File: config.mk
export PLATFORM = sky130hd
export DESIGN_NAME = async_hdlc_deframer_fcs16_unit
export DESIGN_NICKNAME = d
export VERILOG_FILES = /design/src/hw/rtl/ahd_pkg.sv /design/src/hw/rtl/ahd_core.sv /design/src/hw/rtl/ahd_out_buf.sv /design/src/hw/rtl/async_hdlc_deframer_fcs16_unit.sv
export SDC_FILE = /design/constraint.sdc
export NUM_CORES = 1
export LEC_CHECK = 0
export BUFFER_PORTS_ARGS = -buffer_cell sky130_fd_sc_hd__buf_2
export CAP_MARGIN = 5
export CORE_AREA = 2 2 150 152
export DETAILED_ROUTE_END_ITERATION = 10
export DIE_AREA = 0 0 152 154
export HOLD_SLACK_MARGIN = 0.12
export PLACE_DENSITY = 0.51
export SLEW_MARGIN = 20
export SYNTH_ARGS = -nofsm -noshare
export SYNTH_HDL_FRONTEND = slang
export SYNTH_SLANG_ARGS = --single-unit
File: constraint.sdc
create_clock -name i_clk -period 3 [get_ports i_clk]
set_input_delay 0.3 -clock i_clk [delete_from_list [all_inputs] [get_ports i_clk]]
set_output_delay 0.3 -clock i_clk [all_outputs]
set_load 0.01 [all_outputs]
File: src/hw/rtl/ahd_pkg.sv
`timescale 1ns / 1ps
`default_nettype none
// ----------------------------------------------------------------------------
// ahd_pkg
// Shared types, constants and the FCS-16 byte update for the async HDLC
// deframer.
// ----------------------------------------------------------------------------
package ahd_pkg;

    localparam int MAX_FRAME_BYTES = 4095;
    localparam int LEN_W           = 12;
    localparam int LEN_FIELD_MAX   = (1 << LEN_W) - 1;

    // The count saturates at the smaller of the frame limit and the field range.
    localparam logic [LEN_W-1:0] COUNT_LIMIT =
        LEN_W'((MAX_FRAME_BYTES < LEN_FIELD_MAX) ? MAX_FRAME_BYTES : LEN_FIELD_MAX);

    localparam logic [7:0]  FLAG_BYTE  = 8'h7E;
    localparam logic [7:0]  ESC_BYTE   = 8'h7D;
    localparam logic [7:0]  ESC_XOR    = 8'h20;
    localparam logic [7:0]  CTRL_LIMIT = 8'h20;
    localparam logic [15:0] FCS_INIT   = 16'hFFFF;
    localparam logic [15:0] FCS_GOOD   = 16'hF0B8;
    localparam logic [15:0] FCS_POLY   = 16'h8408;
    localparam logic [31:0] ACCM_RESET = 32'hFFFF_FFFF;
    localparam int          MIN_FRAME  = 4;

    // Configuration register index, taken from paddr[2].
    localparam logic REG_RX_ACCM = 1'b0;

    typedef enum logic [1:0] {
        ST_GOOD   = 2'd0,
        ST_BADFCS = 2'd1,
        ST_ABORT  = 2'd2,
        ST_SHORT  = 2'd3
    } t_status;

    typedef struct packed {
        logic [7:0]       data_byte;
        logic             is_data;
        logic             frame_end;
        t_status          frame_status;
        logic [LEN_W-1:0] frame_length;
    } t_result;

    // Reflected CRC-16 update over one byte, one bit per step.
    function automatic logic [15:0] fcs_update(input logic [15:0] fcs,
                                               input logic [7:0]  c);
        logic [15:0] f;
        f = fcs ^ {8'h00, c};
        for (int i = 0; i < 8; i++) begin
            if (f[0]) begin
                f = (f >> 1) ^ FCS_POLY;
            end else begin
                f = f >> 1;
            end
        end
        return f;
    endfunction

endpackage
`default_nettype wire

File: src/hw/rtl/ahd_core.sv
`timescale 1ns / 1ps
`default_nettype none
// ----------------------------------------------------------------------------
// ahd_core
// Frame state, destuffing, ACCM filtering and FCS check for one accepted
// byte per cycle; its result is presented combinationally.
// ----------------------------------------------------------------------------
module ahd_core (
    input  wire logic            i_clk,
    input  wire logic            i_rst_n,
    input  wire logic            i_accept,
    input  wire logic [7:0]      i_rx_byte,
    input  wire logic [31:0]     i_rx_accm,
    output ahd_pkg::t_result     o_result,
    output logic                 o_result_valid
);
    import ahd_pkg::*;

    logic             r_in_frame;
    logic             r_escape;
    logic [15:0]      r_fcs;
    logic [LEN_W-1:0] r_count;

    logic             n_in_frame;
    logic             n_escape;
    logic [15:0]      n_fcs;
    logic [LEN_W-1:0] n_count;

    logic       is_flag;
    logic       is_esc;
    logic       is_drop;
    logic [7:0] dest_byte;
    t_status    status;

    assign is_flag   = (i_rx_byte == FLAG_BYTE);
    assign is_esc    = (i_rx_byte == ESC_BYTE);
    assign is_drop   = (i_rx_byte < CTRL_LIMIT) && i_rx_accm[i_rx_byte[4:0]];
    assign dest_byte = i_rx_byte ^ (r_escape ? ESC_XOR : 8'h00);

    always_comb begin
        if (r_escape) begin
            status = ST_ABORT;
        end else if (r_count < LEN_W'(MIN_FRAME)) begin
            status = ST_SHORT;
        end else if (r_fcs != FCS_GOOD) begin
            status = ST_BADFCS;
        end else begin
            status = ST_GOOD;
        end
    end

    always_comb begin
        n_in_frame     = r_in_frame;
        n_escape       = r_escape;
        n_fcs          = r_fcs;
        n_count        = r_count;
        o_result       = '0;
        o_result_valid = 1'b0;
        if (is_flag) begin
            if (r_in_frame) begin
                o_result_valid        = 1'b1;
                o_result.frame_end    = 1'b1;
                o_result.frame_status = status;
                o_result.frame_length = r_count;
                n_in_frame            = 1'b0;
                n_escape              = 1'b0;
                n_fcs                 = FCS_INIT;
                n_count               = '0;
            end
        end else begin
            n_in_frame = 1'b1;
            if (is_esc) begin
                n_escape = 1'b1;
            end else if (!is_drop) begin
                o_result_valid     = 1'b1;
                o_result.data_byte = dest_byte;
                o_result.is_data   = 1'b1;
                n_escape           = 1'b0;
                n_fcs              = fcs_update(r_fcs, dest_byte);
                if (r_count < COUNT_LIMIT) begin
                    n_count = r_count + 1'b1;
                end
            end
        end
        if (!i_accept) begin
            o_result_valid = 1'b0;
        end
    end

    always_ff @(posedge i_clk) begin
        if (!i_rst_n) begin
            r_in_frame <= 1'b0;
            r_escape   <= 1'b0;
            r_fcs      <= FCS_INIT;
            r_count    <= '0;
        end else if (i_accept) begin
            r_in_frame <= n_in_frame;
            r_escape   <= n_escape;
            r_fcs      <= n_fcs;
            r_count    <= n_count;
        end
    end

    // A closing flag leaves the frame state fully cleared.
    a_end_clears: assert property (@(posedge i_clk) disable iff (!i_rst_n)
        (o_result_valid && o_result.frame_end) |=>
            (!r_in_frame && !r_escape && r_fcs == FCS_INIT && r_count == '0))
        else $error("frame state not cleared after frame end");

    // Outside a frame no escape, count or partial FCS may linger.
    a_idle_clean: assert property (@(posedge i_clk) disable iff (!i_rst_n)
        !r_in_frame |-> (!r_escape && r_count == '0 && r_fcs == FCS_INIT))
        else $error("stale frame state while idle");

    // The length never passes its saturation limit.
    a_count_limit: assert property (@(posedge i_clk) disable iff (!i_rst_n)
        r_count <= COUNT_LIMIT)
        else $error("byte count above limit");

    // A data byte moves the count by at most one and clears the escape.
    a_data_step: assert property (@(posedge i_clk) disable iff (!i_rst_n)
        (o_result_valid && o_result.is_data) |=>
            (!r_escape && (r_count == $past(r_count) + 1'b1 ||
                           r_count == COUNT_LIMIT)))
        else $error("data byte did not advance the frame state");

endmodule
`default_nettype wire

File: src/hw/rtl/ahd_out_buf.sv
`timescale 1ns / 1ps
`default_nettype none
// ----------------------------------------------------------------------------
// ahd_out_buf
// Two-entry output register with skid stage, so the input side can hand
// over one more result while a result waits downstream.
// ----------------------------------------------------------------------------
module ahd_out_buf (
    input  wire logic              i_clk,
    input  wire logic              i_rst_n,
    input  wire logic              i_push,
    input  wire ahd_pkg::t_result  i_result,
    output logic                   o_space,
    output logic                   o_valid,
    input  wire logic              i_ready,
    output ahd_pkg::t_result       o_result
);
    import ahd_pkg::*;

    logic    r_main_valid;
    logic    r_skid_valid;
    t_result r_main;
    t_result r_skid;

    assign o_space  = !r_skid_valid;
    assign o_valid  = r_main_valid;
    assign o_result = r_main;

    always_ff @(posedge i_clk) begin
        if (!i_rst_n) begin
            r_main_valid <= 1'b0;
            r_skid_valid <= 1'b0;
        end else if (i_ready || !r_main_valid) begin
            r_main_valid <= r_skid_valid || i_push;
            r_skid_valid <= 1'b0;
        end else if (i_push) begin
            r_skid_valid <= 1'b1;
        end
    end

    always_ff @(posedge i_clk) begin
        if (i_ready || !r_main_valid) begin
            r_main <= r_skid_valid ? r_skid : i_result;
        end else if (i_push) begin
            r_skid <= i_result;
        end
    end

endmodule
`default_nettype wire

File: src/hw/rtl/async_hdlc_deframer_fcs16_unit.sv
`timescale 1ns / 1ps
`default_nettype none
// ----------------------------------------------------------------------------
// async_hdlc_deframer_fcs16_unit
// Async HDLC (PPP-style) receive deframer with FCS-16 check.
// ----------------------------------------------------------------------------
// Raw line bytes enter on the slave stream, one per transaction, and the
// block accepts one byte every clock cycle as long as its output buffer is
// not full; results are registered in the output buffer before they appear
// on the master stream. The frame state, the destuffing and the byte-wide FCS
// update all complete in the cycle the byte is accepted, which is what
// sets the one-byte-per-cycle rate. Escape bytes, opening flags and control
// bytes marked in rx_accm produce no result. Every other byte produces a
// data result (tuser = 1) carrying the destuffed byte, and a flag that
// closes a frame produces an end result (tuser = 0, tlast = 1) carrying the
// frame status and the destuffed length including the two FCS bytes. The
// status is good when the FCS residue is 0xF0B8, no escape is pending and
// the frame holds at least four bytes; the length saturates at 4095.
// rx_accm sits at APB address 0 and resets to all ones; write it only while
// the stream is idle.
// ----------------------------------------------------------------------------
module async_hdlc_deframer_fcs16_unit (
    input  wire logic        i_clk,
    input  wire logic        i_rst_n,

    // APB configuration port.
    input  wire logic        psel,
    input  wire logic        penable,
    input  wire logic        pwrite,
    input  wire logic [2:0]  paddr,
    input  wire logic [31:0] pwdata,
    output logic      [31:0] prdata,
    output logic             pready,

    // Input stream.
    input  wire logic        s_axis_tvalid,
    output logic             s_axis_tready,
    input  wire logic [7:0]  s_axis_tdata,   // [7:0] rx_byte

    // Result stream.
    output logic             m_axis_tvalid,
    input  wire logic        m_axis_tready,
    output logic      [23:0] m_axis_tdata,   // [7:0] data_byte, [9:8] frame_status,
                                             // [21:10] frame_length, [23:22] zero
    output logic             m_axis_tlast,   // frame_end
    output logic             m_axis_tuser    // is_data
);
    import ahd_pkg::*;

    logic [31:0] r_rx_accm;
    logic        accept;
    logic        core_valid;
    t_result     core_result;
    t_result     out_result;

    // Configuration: pready is tied high, so each access completes in the
    // access phase. Only paddr[2] selects the register; writes above it are
    // ignored and read back as zero.
    assign pready = 1'b1;
    assign prdata = (paddr[2] == REG_RX_ACCM) ? r_rx_accm : 32'h0;

    always_ff @(posedge i_clk) begin
        if (!i_rst_n) begin
            r_rx_accm <= ACCM_RESET;
        end else if (psel && penable && pwrite && pready &&
                     paddr[2] == REG_RX_ACCM) begin
            r_rx_accm <= pwdata;
        end
    end

    // A byte is taken whenever the output buffer has room for its result.
    assign accept = s_axis_tvalid && s_axis_tready;

    ahd_core u_core (
        .i_clk          (i_clk),
        .i_rst_n        (i_rst_n),
        .i_accept       (accept),
        .i_rx_byte      (s_axis_tdata),
        .i_rx_accm      (r_rx_accm),
        .o_result       (core_result),
        .o_result_valid (core_valid)
    );

    ahd_out_buf u_out_buf (
        .i_clk    (i_clk),
        .i_rst_n  (i_rst_n),
        .i_push   (core_valid),
        .i_result (core_result),
        .o_space  (s_axis_tready),
        .o_valid  (m_axis_tvalid),
        .i_ready  (m_axis_tready),
        .o_result (out_result)
    );

    assign m_axis_tdata = {2'b00, out_result.frame_length,
                           out_result.frame_status, out_result.data_byte};
    assign m_axis_tlast = out_result.frame_end;
    assign m_axis_tuser = out_result.is_data;

endmodule
`default_nettype wire

==> results.toml, run 1 <==
[global_route]
grt_pass1_vias = 3947
grt_max_degree = 59
antenna_found_initial = 0
grtUsageTotal = 0.116
grt_pass1_wl_mm = 21.7
overflow = 0

[min_path]
holdPathEnd = "r_rx_accm[26]$_SDFFE_PN1P_"
hold_path_class = "primary input to flop"
hp-start = "pwdata[26]"
whs_path_depth = 3

[cts]
ctsRootBufferMaster = "clkbuf_16"
numCtsBuffers = 9
cts_setup_buffers = 0
ctsResizeCount = 0
cts_sinks = 112
cts_tree = "done"
clock_latency_ns = 0.36
hold_buffers = 0
cts_max_level = 3
clk_pin_slew_ns = 0.08
clk_path_buf_depth = 2

[critical_path]
path_cells = "buf_2 > mux2i_1 > a22oi_1 > nand3_1 > nand4_2 > a2111oi_4 > buf_4 > and3_1 > o221a_2"
slowest_stage = "buf_2"
critical_path_class = "primary input to flop"
cp.arrival_ns = 2.66
cp_max_fo = 18
critPathMaxStageDelay_ns = 0.48
critPathBufInv = 2
cp.required_ns = 3.30
worstReg2RegStart = "u_core.r_count[5]$_SDFFE_PN0P_"
cp-start-kind = "primary input"
worst-r2r-setup-slack_ns = 0.65
crit_family = "compound AO/OA/AOI/OAI gates"
r2r-end = "u_out_buf.o_result[12]$_DFFE_PP_"
worstRegToRegCells = 5
crit_path_end_kind = "flop"

[timing]
timing.fmax_ghz = 0.425
rsz0062_at_grt = "no"
setup_viol = 0
fin_crit_sh = 0.784
worstMarginPinSlew_ns = 0.895
finalSetupTns_ns = 0
finalCriticalPeriod_ns = 2.35
max_slew_margin = 0.403
hold_viol_final = 0
drv_slew = 0
skew_ns = 0.0108

[synthesis]
synth_edf_count = 48
syn_area_um2 = 5350
ys_seq_elements = 112
syn_avg_cell_area_um2 = 9.94
ys_types = 63
synth_top_flop_cell = "dfxtp_1"
yosysWarningCount = 0
synth-seq-area-share = 0.509
async_reset_ff_frac = 0
netlist_instances = 538

[cells_and_area]
mostFrequentLayoutCells = "105 x buf_2, 92 x nand2_1, 64 x dfxtp_1"
diodes = 0
fin_area_um2 = 6490
layout_commonest_cell = "buf_2"
drive_gt1_frac = 0.269
area_delta_synth_final_pct = 21.3
nets = 686

[floorplan]
ios = 111
die-area_um2 = 23400
rows = 54
start_util = 0.247
die_w_um = 152
die_h_um = 154
coreArea_um2 = 21700

[routing]
detail_route.first_pass.iterations = 4
drtIter0Drc = 226
wire_per_inst_um = 14.6
vias = 4136
vias_per_cell = 4.50
antenna_left = 0
remaining_drc_errors = 0
wl_mm = 13.5

[placed_design]
io_buffer_count = 105
place_hpwl_mm = 9.55
place.gp.congestion = 0.788
dpl_cell_area_um2 = 6190

[pwr]
powerDensity_nw_per_um2 = 560
vdd_drop_max_uv = 314
p_leak_nw = 2.74

[flow_run]
cap_viol_max_count = 0

[run_status]
status = "finished clean"
[per-stage QoR]
step | instances | util | worst slack [ns] | power (W) | hold slack [ns]
final | 920 | 0.299 | 0.647 | 0.00363 | 0.139
after global routing | 920 | 0.299 | 0.482 | 0.00381 | 0.141
after CTS | 920 | 0.299 | 0.643 | 0.00368 | 0.130
after detailed placement | 904 | 0.286 | 0.281 | 0.00244 | 0.471
after global placement | 904 | 0.286 | 0.291 | 0.00245 | 0.468
after floorplan | 539 | - | 0.320 | 0.00225 | 0.424
[sequential cells by signal, indices dropped and copies added, names as in the netlist]
signal / flops
u_out_buf.r_skid: 24
u_core.r_in_frame: 1
u_out_buf.o_valid: 1
u_core.r_escape: 1
u_out_buf.r_skid_valid: 1
u_out_buf.o_result: 24
r_rx_accm: 32
u_core.r_count: 12
u_core.r_fcs: 16
[worst register-to-register path: stages, from the launching register on]
cell     delay, ns
dfxtp_1       0.37
or4_1         0.53
nor4_1        0.59
nor4_1        0.21
nor3_1        0.30
mux2_2        0.22
[where the power goes]
group / internal (W) / switching, W
Sequential: 0.00170 / 0.0000807
Clock: 0.000649 / 0.000579
Combinational: 0.000299 / 0.000331
[layer usage]
metal,part of all wire,global-route usage
met4,0.022,0.0467
met1,0.48,0.155
met5,0,0
met3,0.029,0.0206
met2,0.47,0.187
[logic make-up after synthesis]
family,share of synthesized area
AND/OR/NAND/NOR,0.244
flip-flops,0.509
AO/OA/AOI/OAI,0.0910
buffers and inverters,0.0330
multiplexers,0.0763
XOR/XNOR,0.0426
other,0.00140
adder cells (fa/ha/maj),0.00234
[cells in the mapped netlist, drive strengths merged, types with 5 or more instances]
master,count,share of area
a21oi,10,0.011
and2,8,0.0094
and3,18,0.021
buf,12,0.014
clkbuf,22,0.015
dfxtp,64,0.24
edfxtp,48,0.27
mux2,22,0.046
mux2i,16,0.030
nand2,94,0.067
nand3,40,0.037
nand4,5,0.0070
nor2,22,0.015
nor2b,37,0.043
nor4,7,0.0082
o21ai,19,0.018
o22a,5,0.0082
xnor2,17,0.028
xor2,9,0.015
[how the worst max path moves through the flow]
| stage | to | slack (ns) | cells past startpoint | from |
|---|---|---|---|---|
| finish | u_core.r_count[10]$_SDFFE_PN0P_ | 0.65 | 9 | s_axis_tdata[0] |
| global route | u_core.r_count[10]$_SDFFE_PN0P_ | 0.48 | 9 | s_axis_tdata[0] |
| CTS | u_out_buf.o_result[12]$_DFFE_PP_ | 0.64 | 5 | u_core.r_count[5]$_SDFFE_PN0P_ |
| detailed placement | u_core.r_count[10]$_SDFFE_PN0P_ | 0.28 | 9 | s_axis_tdata[0] |
| global placement | u_core.r_count[10]$_SDFFE_PN0P_ | 0.29 | 9 | s_axis_tdata[0] |
| floorplan | u_out_buf.r_skid[0]$_DFFE_PP_ | 0.32 | 9 | s_axis_tdata[0] |
[layout make-up]
type / count / area (um2)
multi-input combinational: 388 / 2460
inverter: 5 / 20.0
sequential: 112 / 2720
clock buffer: 9 / 225
timing repair buffer: 119 / 643
tap: 280 / 350
clock inverter: 7 / 71.3
fill: 2289 / 15200
No activity file was read; power rests on OpenSTA's default activity.
==> run 2, diff against run 1 <==
==> constraint.sdc (replaced) <==
create_clock -name i_clk -period 2 [get_ports i_clk]
set_input_delay 0.2 -clock i_clk [delete_from_list [all_inputs] [get_ports i_clk]]
set_output_delay 0.2 -clock i_clk [all_outputs]
set_load 0.01 [all_outputs]
==> run 2 against run 1 <==
Clock power is 38% higher. Worst setup slack worse by 0.59 ns. Cell count is 10% higher. Clock skew is 0.0012 ns lower. Final area is 14% higher. Critical endpoint is now u_core.r_count[1]$_SDFFE_PN0P_. Highest routed layer unchanged.
==> results.toml, run 2 (synthesis results as in run 1) <==
[run_status]
status = "finished clean"

[critical_path]
path_cells = "mux2i_1 > a22oi_1 > nand3_1 > nand4_4 > a2111oi_4 > buf_4 > a21oi_2 > a41o_1"
critical_path_class = "flop to flop"
critPathBufInv = 1
cp-start-kind = "flop"
cp_max_fo = 7
crit_path_end_kind = "flop"
r2r-end = "u_core.r_count[1]$_SDFFE_PN0P_"
worst-r2r-setup-slack_ns = 0.05
worstReg2RegStart = "r_rx_accm[23]$_SDFFE_PN1P_"
slowest_stage = "a2111oi_4"
crit_family = "compound AO/OA/AOI/OAI gates"
critPathMaxStageDelay_ns = 0.44
cp.required_ns = 2.24
worstRegToRegCells = 8
cp.arrival_ns = 2.19

[cells_and_area]
mostFrequentLayoutCells = "104 x buf_2, 92 x nand2_1, 71 x buf_4"
largest_register_ffs = 32
diodes = 0
area_delta_synth_final_pct = 37.9
layout_commonest_cell = "buf_2"
nFillCells = 2208
fin_cells = 1012
nets = 778
top_register = "r_rx_accm"
drive_gt1_frac = 0.347
utilization = 0.340

[routing]
detail_route.first_pass.iterations = 4
wire_per_inst_um = 14.6
vias_per_cell = 4.47
remaining_drc_errors = 0
vias = 4521
antenna_left = 0
wl_mm = 14.8
drtIter0Drc = 195

[placed_design]
placed_cells = 958
place.gp.congestion = 0.868
io_buffer_count = 105
place_hpwl_mm = 10.7

[global_route]
grt_pass1_vias = 4424
grt_max_degree = 37
grtUsageTotal = 0.125
overflow = 0
antenna_found_initial = 0
grt_pass1_wl_mm = 23.5

[min_path]
hp-start = "m_axis_tready"
whs_path_depth = 4
hold_path_class = "primary input to flop"
holdPathEnd = "u_out_buf.r_skid_valid$_SDFFE_PP0P_"

[timing]
skew_ns = 0.00968
holdWs_ns = 0.131
hold_viol_final = 0
setup_viol = 0
drv_slew = 0
timing.fmax_ghz = 0.514
finalCriticalPeriod_ns = 1.95
rsz0062_at_grt = "yes"
fin_crit_sh = 0.974
finalSetupTns_ns = 0

[cts]
clk_pin_slew_ns = 0.08
clk_path_buf_depth = 2
cts_tree = "done"
numCtsBuffers = 9
cts_max_level = 3
ctsRootBufferMaster = "clkbuf_16"
cts_sinks = 112
clock_latency_ns = 0.36

[floorplan]
coreArea_um2 = 21700
ios = 111
die_h_um = 154
die_w_um = 152
start_util = 0.247
rows = 54
die-area_um2 = 23400

[pwr]
p_int_w = 0.00401
vdd_drop_max_uv = 426
power.switching_w = 0.00153
total_power_w = 0.00554
share_comb_of_total_power = 0.216
sequentialPowerShare = 0.478
p_leak_nw = 3.21
clock_power_share = 0.306
powerDensity_nw_per_um2 = 751
p_sw_frac = 0.277

[flow_run]
cap_viol_max_count = 0
## run 2: changes by cell type in the layout (fill, tap and decap cells not counted), sizes merged
| cell | previous run | this run |
|---|---|---|
| buf | 119 | 178 |
| dlygate4sd3 | 0 | 32 |
| bufinv | 1 | 0 |
| clkbuf | 9 | 10 |
| clkinv | 4 | 5 |
| clkinvlp | 2 | 1 |
| inv | 5 | 6 |
## run 2: worst max-delay path by stage
stage                                from                              to  slack, ns  cells past startpoint
3_3_place_gp              s_axis_tdata[0]  u_core.r_count[1]$_SDFFE_PN0P_      -0.29                      9
5_1_grt        r_rx_accm[23]$_SDFFE_PN1P_  u_core.r_count[1]$_SDFFE_PN0P_      -0.11                      8
6_report       r_rx_accm[23]$_SDFFE_PN1P_  u_core.r_count[1]$_SDFFE_PN0P_       0.05                      8
3_5_place_dp              s_axis_tdata[0]  u_core.r_count[1]$_SDFFE_PN0P_      -0.38                      9
4_1_cts        r_rx_accm[23]$_SDFFE_PN1P_  u_core.r_count[1]$_SDFFE_PN0P_     -0.003                      8
2_1_floorplan             s_axis_tdata[0]   u_out_buf.r_skid[0]$_DFFE_PP_      -0.11                      9
## run 2: per-layer routing
metal  part of all wire  vias to the layer above  global-route usage  routed length [um]
met1               0.48                     2135               0.167                7140
met2               0.46                       86               0.195                6760
met3              0.029                       31              0.0240                 426
met5                  0                        -                   0                   0
li1                   -                     2269                   -                   -
met4              0.029                        0              0.0561                 427
## run 2: per-stage QoR
stage | setup WS (ns) | area (um2)
2_1_floorplan | -0.111 | 5400
3_3_place_gp | -0.292 | 6620
3_5_place_dp | -0.376 | 6620
4_1_cts | -0.00299 | 7230
5_1_grt | -0.106 | 7380
6_report | 0.0529 | 7380
## run 2: worst min-delay path, delay by kind of cell
kind                   cells  cell delay [ns]
AOI/OAI and AO/OA          1             0.04
buffers and inverters      1             0.07
and+or+nand+nor            2             0.13
## run 2: power groups by stage
stage / Sequential (W) / Combinational, W / Clock, W
finish: 0.00265 / 0.00120 / 0.00170
CTS: 0.00265 / 0.00117 / 0.00175
global placement: 0.00270 / 0.00112 / 0
global route: 0.00267 / 0.00131 / 0.00185
detailed placement: 0.00270 / 0.00112 / 0
floorplan: 0.00270 / 0.000680 / 0
## run 2: final cells by class
cell class / count / area, um2 / area share
clock buffers: 9 / 225 / 0.0305
repair buffers: 211 / 1440 / 0.195
well taps: 280 / 350 / 0.0475
clock inverters: 7 / 46.3 / 0.00628
multi-input cells: 388 / 2560 / 0.347
flip-flops and latches: 112 / 2740 / 0.371
inverters: 5 / 20.0 / 0.00271
## run 2: timing repair
item	in CTS	in global routing
cloned	0	1
gates resized for setup	4	30
pin swaps	0	12
setup endpoints to repair	2	50
hold endpoints to repair	32	0
hold buffers	32	0
setup buffers	0	5
